--- config.mk ---
export PLATFORM = sky130hd
export DESIGN_NAME = url_percent_decoder
export DESIGN_NICKNAME = d
export VERILOG_FILES = /design/src/hdl/upd_pkg.sv /design/src/hdl/url_percent_decoder.sv /design/src/hdl/upd_front.sv /design/src/hdl/upd_queue.sv /design/src/hdl/upd_back.sv
export SDC_FILE = /design/constraint.sdc
export NUM_CORES = 1
export LEC_CHECK = 0
export BUFFER_PORTS_ARGS = -buffer_cell sky130_fd_sc_hd__buf_2
export CORE_UTILIZATION = 26
export CTS_CLUSTER_DIAMETER = 150
export DETAILED_ROUTE_END_ITERATION = 8
export PLACE_DENSITY_LB_ADDON = 0.2
export SLEW_MARGIN = 20
export SYNTH_ARGS = -nofsm -noshare
export SYNTH_HDL_FRONTEND = slang
export SYNTH_SLANG_ARGS = --single-unit
--- constraint.sdc ---
create_clock -name clk -period 5.55 [get_ports clk]
set_input_delay 0.8325 -clock clk [delete_from_list [all_inputs] [get_ports clk]]
set_output_delay 0.8325 -clock clk [all_outputs]
set_load 0.05 [all_outputs]
--- src/hdl/upd_pkg.sv ---
// upd_pkg: shared types, constants and helpers for the url percent decoder
// used by upd_front, upd_queue, upd_back and url_percent_decoder; no dependencies
package upd_pkg;

  // decoded-result queue between front and back
  localparam int QDEPTH = 4;
  localparam int QPTR_W = $clog2(QDEPTH);
  localparam int QCNT_W = $clog2(QDEPTH + 1);

  // characters of interest
  localparam logic [7:0] CH_PCT     = 8'h25;
  localparam logic [7:0] CH_PLUS    = 8'h2b;
  localparam logic [7:0] CH_SPACE   = 8'h20;
  localparam logic [7:0] CH_ZERO    = 8'h30;
  localparam logic [7:0] CH_LOWER_U = 8'h75;
  localparam logic [7:0] CH_UPPER_U = 8'h55;

  // utf-8 framing
  localparam logic [7:0]  UTF_LEAD2  = 8'd192;
  localparam logic [7:0]  UTF_LEAD3  = 8'd224;
  localparam logic [7:0]  UTF_CONT   = 8'd128;
  localparam logic [15:0] UTF_LIM1   = 16'h0080;
  localparam logic [15:0] UTF_LIM2   = 16'h0800;
  localparam logic [4:0]  SURR_TOP   = 5'b11011;

  // one group of results caused by one input beat
  typedef struct packed {
    logic [2:0][7:0] bytes;
    logic [1:0]      n;
    logic            data;
    logic            err;
    logic            eos;
  } pkt_t;

  // {ok, value} of a hex digit in either case
  function automatic logic [4:0] hex_digit(input logic [7:0] c);
    logic [4:0] r;
    r = 5'b0;
    if (c >= 8'h30 && c <= 8'h39) r = {1'b1, 4'(c - 8'h30)};
    else if (c >= 8'h61 && c <= 8'h66) r = {1'b1, 4'(c - 8'h57)};
    else if (c >= 8'h41 && c <= 8'h46) r = {1'b1, 4'(c - 8'h37)};
    return r;
  endfunction

endpackage

--- src/hdl/url_percent_decoder.sv ---
// url_percent_decoder: percent / %u0xxxx url decoder with utf-8 output
// a taken beat's result group is registered in the queue, read out from its head
// throughput: one beat per cycle unless full; an escape giving two or three bytes
// holds the result side for that many pop beats, absorbed by a four-group queue
// reset (synchronous, rst_n low) clears parser state, error flag and queue
// depends on upd_pkg, upd_front, upd_queue, upd_back
module url_percent_decoder (
  input  logic       clk,
  input  logic       rst_n,
  input  logic       push,
  output logic       full,
  input  logic [7:0] in_byte,
  input  logic       in_last,
  output logic       empty,
  input  logic       pop,
  output logic [7:0] out_byte,
  output logic       out_has_data,
  output logic       out_decode_error,
  output logic       out_end_of_string
);

  upd_pkg::pkt_t pkt, head;
  logic          pkt_push;
  logic          q_full, q_empty, q_pop;
  logic          accept;

  assign full   = q_full;
  assign accept = push && !q_full;

  upd_front u_front (
    .clk      (clk),
    .rst_n    (rst_n),
    .accept   (accept),
    .in_byte  (in_byte),
    .in_last  (in_last),
    .pkt_push (pkt_push),
    .pkt      (pkt)
  );

  upd_queue u_queue (
    .clk     (clk),
    .rst_n   (rst_n),
    .push    (pkt_push),
    .wr_pkt  (pkt),
    .q_full  (q_full),
    .q_pop   (q_pop),
    .q_empty (q_empty),
    .head    (head)
  );

  upd_back u_back (
    .clk               (clk),
    .rst_n             (rst_n),
    .head              (head),
    .q_empty           (q_empty),
    .q_pop             (q_pop),
    .empty             (empty),
    .pop               (pop),
    .out_byte          (out_byte),
    .out_has_data      (out_has_data),
    .out_decode_error  (out_decode_error),
    .out_end_of_string (out_end_of_string)
  );

endmodule

--- src/hdl/upd_front.sv ---
// upd_front: escape parser; turns each accepted input beat into a result group
// depends on upd_pkg
module upd_front (
  input  logic          clk,
  input  logic          rst_n,
  input  logic          accept,
  input  logic [7:0]    in_byte,
  input  logic          in_last,
  output logic          pkt_push,
  output upd_pkg::pkt_t pkt
);

  typedef enum logic [2:0] {PH_IDLE, PH_PCT, PH_HEX2, PH_UZERO, PH_UHEX} phase_t;

  phase_t      phase_r, phase_nxt;
  logic [1:0]  digits_r, digits_nxt;
  logic [15:0] value_r, value_nxt;
  logic        err_seen_r;

  logic [4:0]  hx;
  logic [15:0] uval;
  logic        bad;
  logic [1:0]  cnt;
  logic [7:0]  b0, b1, b2;

  assign hx   = upd_pkg::hex_digit(in_byte);
  assign uval = {value_r[11:0], hx[3:0]};

  always_comb begin
    phase_nxt  = phase_r;
    digits_nxt = digits_r;
    value_nxt  = value_r;
    bad        = 1'b0;
    cnt        = 2'd0;
    b0         = 8'h00;
    b1         = 8'h00;
    b2         = 8'h00;
    case (phase_r)
      PH_PCT: begin
        if (in_byte == upd_pkg::CH_LOWER_U || in_byte == upd_pkg::CH_UPPER_U) begin
          phase_nxt = PH_UZERO;
        end else if (!hx[4]) begin
          bad = 1'b1;
        end else begin
          value_nxt = {12'h000, hx[3:0]};
          phase_nxt = PH_HEX2;
        end
      end
      PH_HEX2: begin
        if (!hx[4]) begin
          bad = 1'b1;
        end else begin
          b0        = {value_r[3:0], hx[3:0]};
          cnt       = 2'd1;
          phase_nxt = PH_IDLE;
          value_nxt = 16'h0000;
        end
      end
      PH_UZERO: begin
        if (in_byte == upd_pkg::CH_ZERO) begin
          phase_nxt  = PH_UHEX;
          digits_nxt = 2'd0;
          value_nxt  = 16'h0000;
        end else begin
          bad = 1'b1;
        end
      end
      PH_UHEX: begin
        if (!hx[4]) begin
          bad = 1'b1;
        end else if (digits_r == 2'd3) begin
          // fourth digit: emit utf-8
          if (uval < upd_pkg::UTF_LIM1) begin
            b0  = uval[7:0];
            cnt = 2'd1;
          end else if (uval < upd_pkg::UTF_LIM2) begin
            b0  = upd_pkg::UTF_LEAD2 + {3'b000, uval[10:6]};
            b1  = upd_pkg::UTF_CONT + {2'b00, uval[5:0]};
            cnt = 2'd2;
          end else if (uval[15:11] == upd_pkg::SURR_TOP) begin
            cnt = 2'd0;
          end else begin
            b0  = upd_pkg::UTF_LEAD3 + {4'h0, uval[15:12]};
            b1  = upd_pkg::UTF_CONT + {2'b00, uval[11:6]};
            b2  = upd_pkg::UTF_CONT + {2'b00, uval[5:0]};
            cnt = 2'd3;
          end
          phase_nxt  = PH_IDLE;
          digits_nxt = 2'd0;
          value_nxt  = 16'h0000;
        end else begin
          value_nxt  = uval;
          digits_nxt = digits_r + 2'd1;
        end
      end
      default: begin
        if (in_byte == upd_pkg::CH_PLUS) begin
          b0  = upd_pkg::CH_SPACE;
          cnt = 2'd1;
        end else if (in_byte == upd_pkg::CH_PCT) begin
          phase_nxt = PH_PCT;
        end else begin
          b0  = in_byte;
          cnt = 2'd1;
        end
      end
    endcase
  end

  // result group for this beat
  always_comb begin
    pkt       = '0;
    pkt.n     = 2'd1;
    pkt_push  = 1'b0;
    if (err_seen_r) begin
      pkt.err  = 1'b1;
      pkt.eos  = 1'b1;
      pkt_push = accept && in_last;
    end else if (bad) begin
      pkt.err  = 1'b1;
      pkt.eos  = in_last;
      pkt_push = accept;
    end else if (in_last && phase_nxt != PH_IDLE) begin
      // string ended inside an escape
      pkt.err  = 1'b1;
      pkt.eos  = 1'b1;
      pkt_push = accept;
    end else if (cnt != 2'd0) begin
      pkt.bytes = {b2, b1, b0};
      pkt.n     = cnt;
      pkt.data  = 1'b1;
      pkt.eos   = in_last;
      pkt_push  = accept;
    end else begin
      pkt.eos  = 1'b1;
      pkt_push = accept && in_last;
    end
  end

  always_ff @(posedge clk) begin
    if (!rst_n) begin
      phase_r    <= PH_IDLE;
      digits_r   <= 2'd0;
      value_r    <= 16'h0000;
      err_seen_r <= 1'b0;
    end else if (accept) begin
      if (in_last) begin
        phase_r    <= PH_IDLE;
        digits_r   <= 2'd0;
        value_r    <= 16'h0000;
        err_seen_r <= 1'b0;
      end else if (err_seen_r) begin
        err_seen_r <= 1'b1;
      end else if (bad) begin
        // swallow the rest of the string
        phase_r    <= PH_IDLE;
        digits_r   <= 2'd0;
        value_r    <= 16'h0000;
        err_seen_r <= 1'b1;
      end else begin
        phase_r  <= phase_nxt;
        digits_r <= digits_nxt;
        value_r  <= value_nxt;
      end
    end
  end

  a_err_idle: assert property (@(posedge clk) disable iff (!rst_n)
    err_seen_r |-> phase_r == PH_IDLE)
    else $error("error flag set inside an escape");

  a_last_clears: assert property (@(posedge clk) disable iff (!rst_n)
    accept && in_last |=> phase_r == PH_IDLE && !err_seen_r && digits_r == 2'd0)
    else $error("parser state not cleared after final beat");

endmodule

--- src/hdl/upd_queue.sv ---
// upd_queue: short queue of result groups between parser and output stage
// depends on upd_pkg
module upd_queue (
  input  logic          clk,
  input  logic          rst_n,
  input  logic          push,
  input  upd_pkg::pkt_t wr_pkt,
  output logic          q_full,
  input  logic          q_pop,
  output logic          q_empty,
  output upd_pkg::pkt_t head
);

  upd_pkg::pkt_t               mem [upd_pkg::QDEPTH];
  logic [upd_pkg::QPTR_W-1:0] wr_ptr_r, rd_ptr_r;
  logic [upd_pkg::QCNT_W-1:0] count_r;

  assign q_full  = count_r == upd_pkg::QCNT_W'(upd_pkg::QDEPTH);
  assign q_empty = count_r == '0;
  assign head    = mem[rd_ptr_r];

  always_ff @(posedge clk) begin
    if (push) begin
      mem[wr_ptr_r] <= wr_pkt;
    end
  end

  always_ff @(posedge clk) begin
    if (!rst_n) begin
      wr_ptr_r <= '0;
      rd_ptr_r <= '0;
      count_r  <= '0;
    end else begin
      if (push) wr_ptr_r <= wr_ptr_r + 1'b1;
      if (q_pop) rd_ptr_r <= rd_ptr_r + 1'b1;
      if (push && !q_pop) count_r <= count_r + 1'b1;
      else if (!push && q_pop) count_r <= count_r - 1'b1;
    end
  end

  a_no_overflow: assert property (@(posedge clk) disable iff (!rst_n)
    !(push && q_full))
    else $error("push into full queue");

  a_no_underflow: assert property (@(posedge clk) disable iff (!rst_n)
    !(q_pop && q_empty))
    else $error("pop from empty queue");

endmodule

--- src/hdl/upd_back.sv ---
// upd_back: walks the head result group one beat at a time onto the result ports
// depends on upd_pkg
module upd_back (
  input  logic          clk,
  input  logic          rst_n,
  input  upd_pkg::pkt_t head,
  input  logic          q_empty,
  output logic          q_pop,
  output logic          empty,
  input  logic          pop,
  output logic [7:0]    out_byte,
  output logic          out_has_data,
  output logic          out_decode_error,
  output logic          out_end_of_string
);

  logic [1:0] idx_r;
  logic       take;
  logic       final_one;

  assign empty     = q_empty;
  assign take      = pop && !q_empty;
  assign final_one = 2'(idx_r + 2'd1) == head.n;
  assign q_pop     = take && final_one;

  assign out_byte          = head.data ? head.bytes[idx_r] : 8'h00;
  assign out_has_data      = head.data;
  assign out_decode_error  = head.err;
  assign out_end_of_string = head.eos && final_one;

  always_ff @(posedge clk) begin
    if (!rst_n) begin
      idx_r <= 2'd0;
    end else if (take) begin
      idx_r <= final_one ? 2'd0 : idx_r + 2'd1;
    end
  end

  a_idx_in_group: assert property (@(posedge clk) disable iff (!rst_n)
    !q_empty |-> idx_r < head.n)
    else $error("result index past end of group");

endmodule

==> flow_summary.toml <==
[global_routing]
grt_use_total_pct = 13.3
busiest_layer = "met2"
grt_pass1_vias = 4460
grt_pass1_wl_um = 26100
use_met2_pct = 21.3
met3_usage_pct = 2.27
grt_overflow = 0
grt_max_degree = 28
grtUsageMet1_pct = 18.1
antenna_found_initial = 1

[logic_synthesis]
yosysWarnings = 0
yosysSeqAreaShare_pct = 57.2
syn-num-nets = 543
synth.distinct_cells = 74
async_reset_ff_share_pct = 0
synth_top_area_share_pct = 48.5
syn_area_mm2 = 0.00669
syn_inst = 520
synth_edf_count = 108
avgSynthCellArea_um2 = 12.9
synth_ff_type = "edfxtp_1"
ys_seq_elements = 137
synth_area_leaders = "edfxtp_1 (49%), mux4_2 (9.1%), dfxtp_1 (8.7%)"
synth_area_leader_cell = "edfxtp_1"

[floorplanning]
start_util_pct = 26.5
core_mm2 = 0.0252
dieHeight_um = 162
dieArea_mm2 = 0.0264
ioPinCount = 26
rows = 58
die_x_um = 162

[layout]
layout-drive-gt1-share_pct = 19.2
final_cell_mix = "edfxtp_1 (108), nand2_1 (48), nor2_1 (31), dfxtp_1 (28), mux4_2 (27)"
design_area_mm2 = 0.00776
diodes = 0
nets = 567
syn_to_final_growth_pct = 16.0
final_common_cell = "edfxtp_1"

[critical_path]
crit_arrival_ns = 4.00
cp.required_ns = 5.89
cp-end-kind = "flip-flop"
ff2ff_path_depth = 10
crit_type = "in -> reg"
cp_max_fo = 8
worst_setup_path_start_kind = "primary input"

[placed_design]
placed_area_mm2 = 0.00715
hpwl_um = 11300
port_buffers = 25
gp_congestion = 0.881

[timing]
finalSetupTns_ns = 0
worst_pin_slew_ns = 0.984
post-route-period-util_pct = 65.9
min_period_ns = 3.66
hold_viol = 0
slew_headroom_pct = 33.7
finClkSkew_ns = 0.0112
finalMaxSlewViolations = 0
rsz0062_at_grt = "no"
max_freq_mhz = 274
final-setup-viol-count = 0

[clock_network]
clockRootBuffer = "clkbuf_16"
cts_hold_buf = 0
clk_latency_ns = 0.41
h-tree-depth = 4
ctsResizeCount = 0
cts_sinks = 137
clk_pin_slew_ns = 0.06
post_cts_buffers = 0
cts.path.max_buffers = 2
tritoncts = "done"
numCtsBuffers = 17

[hold_path]
hold_depth = 2
hold_class = "reg -> reg"

[drt]
wire_per_inst_um = 18.8
antenna_left = 0
drc_errors = 0
first_iter_violations = 270
wl_um = 16700
vias = 4419
avgViaCountPerCell = 4.98
drt-pass1-iter-count = 6

[power]
ir_drop_mv = 0.289
power.density_mw_per_mm2 = 415
leakage_nw = 2.64

[flow_run]
max_cap_violations = 0

[outcome]
outcome = "finished clean"
## area by class of cell
cell class / instances / area (um^2)
clock buffers: 24 / 561
clock inverters: 8 / 50.0
fillers: 2507 / 17400
inverters: 22 / 82.6
multi-input cells: 335 / 2660
flip-flops and latches: 137 / 3820
well taps: 330 / 413
repair buffers: 31 / 170
## layer usage
layer  wire length (um)  part of all wire [%]
met5                  0                     0
met3                609                   3.7
met1               8050                    48
met2               7790                    47
met4                228                   1.4
## path summary, 6_finish.rpt
kind	endpoint	slack [ns]	startpoint
max	u_queue.count_r[2]$_SDFFE_PN0P_	1.89	in_byte[0]
min	u_front.digits_r[1]$_SDFFE_PN0P_	0.49	u_front.digits_r[1]$_SDFFE_PN0P_
max reg2reg	u_queue.count_r[2]$_SDFFE_PN0P_	1.94	u_front.phase_r[0]$_SDFFE_PN0P_
min reg2reg	u_front.digits_r[1]$_SDFFE_PN0P_	0.49	u_front.digits_r[1]$_SDFFE_PN0P_
## through the flow
stage,hold WS (ns),total power [mW],setup slack [ns],instances,utilization (%)
after floorplan,0.445,1.92,1.92,520,-
after global placement,0.475,2.13,1.58,855,28.4
after detailed placement,0.484,2.14,1.47,855,28.4
after CTS,0.493,3.27,1.88,887,30.8
after global routing,0.513,3.37,1.67,887,30.8
final,0.485,3.22,1.89,887,30.8
## power by group
part / switching (mW) / total, mW / internal, mW / leakage [nW]
Clock: 0.412 / 1.12 / 0.706 / 0.311
Sequential: 0.0434 / 1.29 / 1.24 / 1.22
Combinational: 0.522 / 0.815 / 0.293 / 1.10
## cell families after synthesis
logic type	count (synthesis)	share of synthesized area, %
DFF	137	57.2
xor gates and xnor gates	7	0.917
buffers and inverters	48	3.07
adders and majority gates	10	1.98
and+or+nand+nor	170	13.5
AOI/OAI and AO/OA	107	12.1
muxes	41	11.2
## state kept, by name (all words and copies together) (netlist names), named ones only
name                cells
u_queue.mem           108
u_front.value_r        12
u_front.phase_r         3
u_queue.count_r         3
u_back.idx_r            2
u_front.digits_r        2
u_queue.rd_ptr_r        2
u_queue.wr_ptr_r        2
u_front.err_seen_r      1
## Yosys cell counts, types with 5 or more instances
master,instances
dfxtp_1,29
clkbuf_1,15
o21ai_0,16
nand2_1,48
nand4_1,5
ha_1,9
nor2_1,31
nand3_1,11
nor3_1,6
and2_1,18
edfxtp_1,108
mux2i_1,14
a21oi_1,20
mux4_2,27
nand2b_1,5
nor4_1,7
a22oi_1,6
a32o_1,9
or3_1,5
and3_1,7
inv_1,22
o22ai_1,8
buf_2,5
## worst max-delay path, stage by stage
cell and delay, ns:
buf_2 0.15, inv_1 0.06, ha_1 0.26, nor3b_1 0.17, o21bai_2 0.34, nand3_1 0.34, a21oi_1 0.31, o31a_1 0.26
ha_1 0.21, inv_1 0.06, fa_1 0.37, xor2_1 0.18, or3_1 0.31, a21oi_1 0.15
No activity file was read; power rests on OpenSTA's default activity.
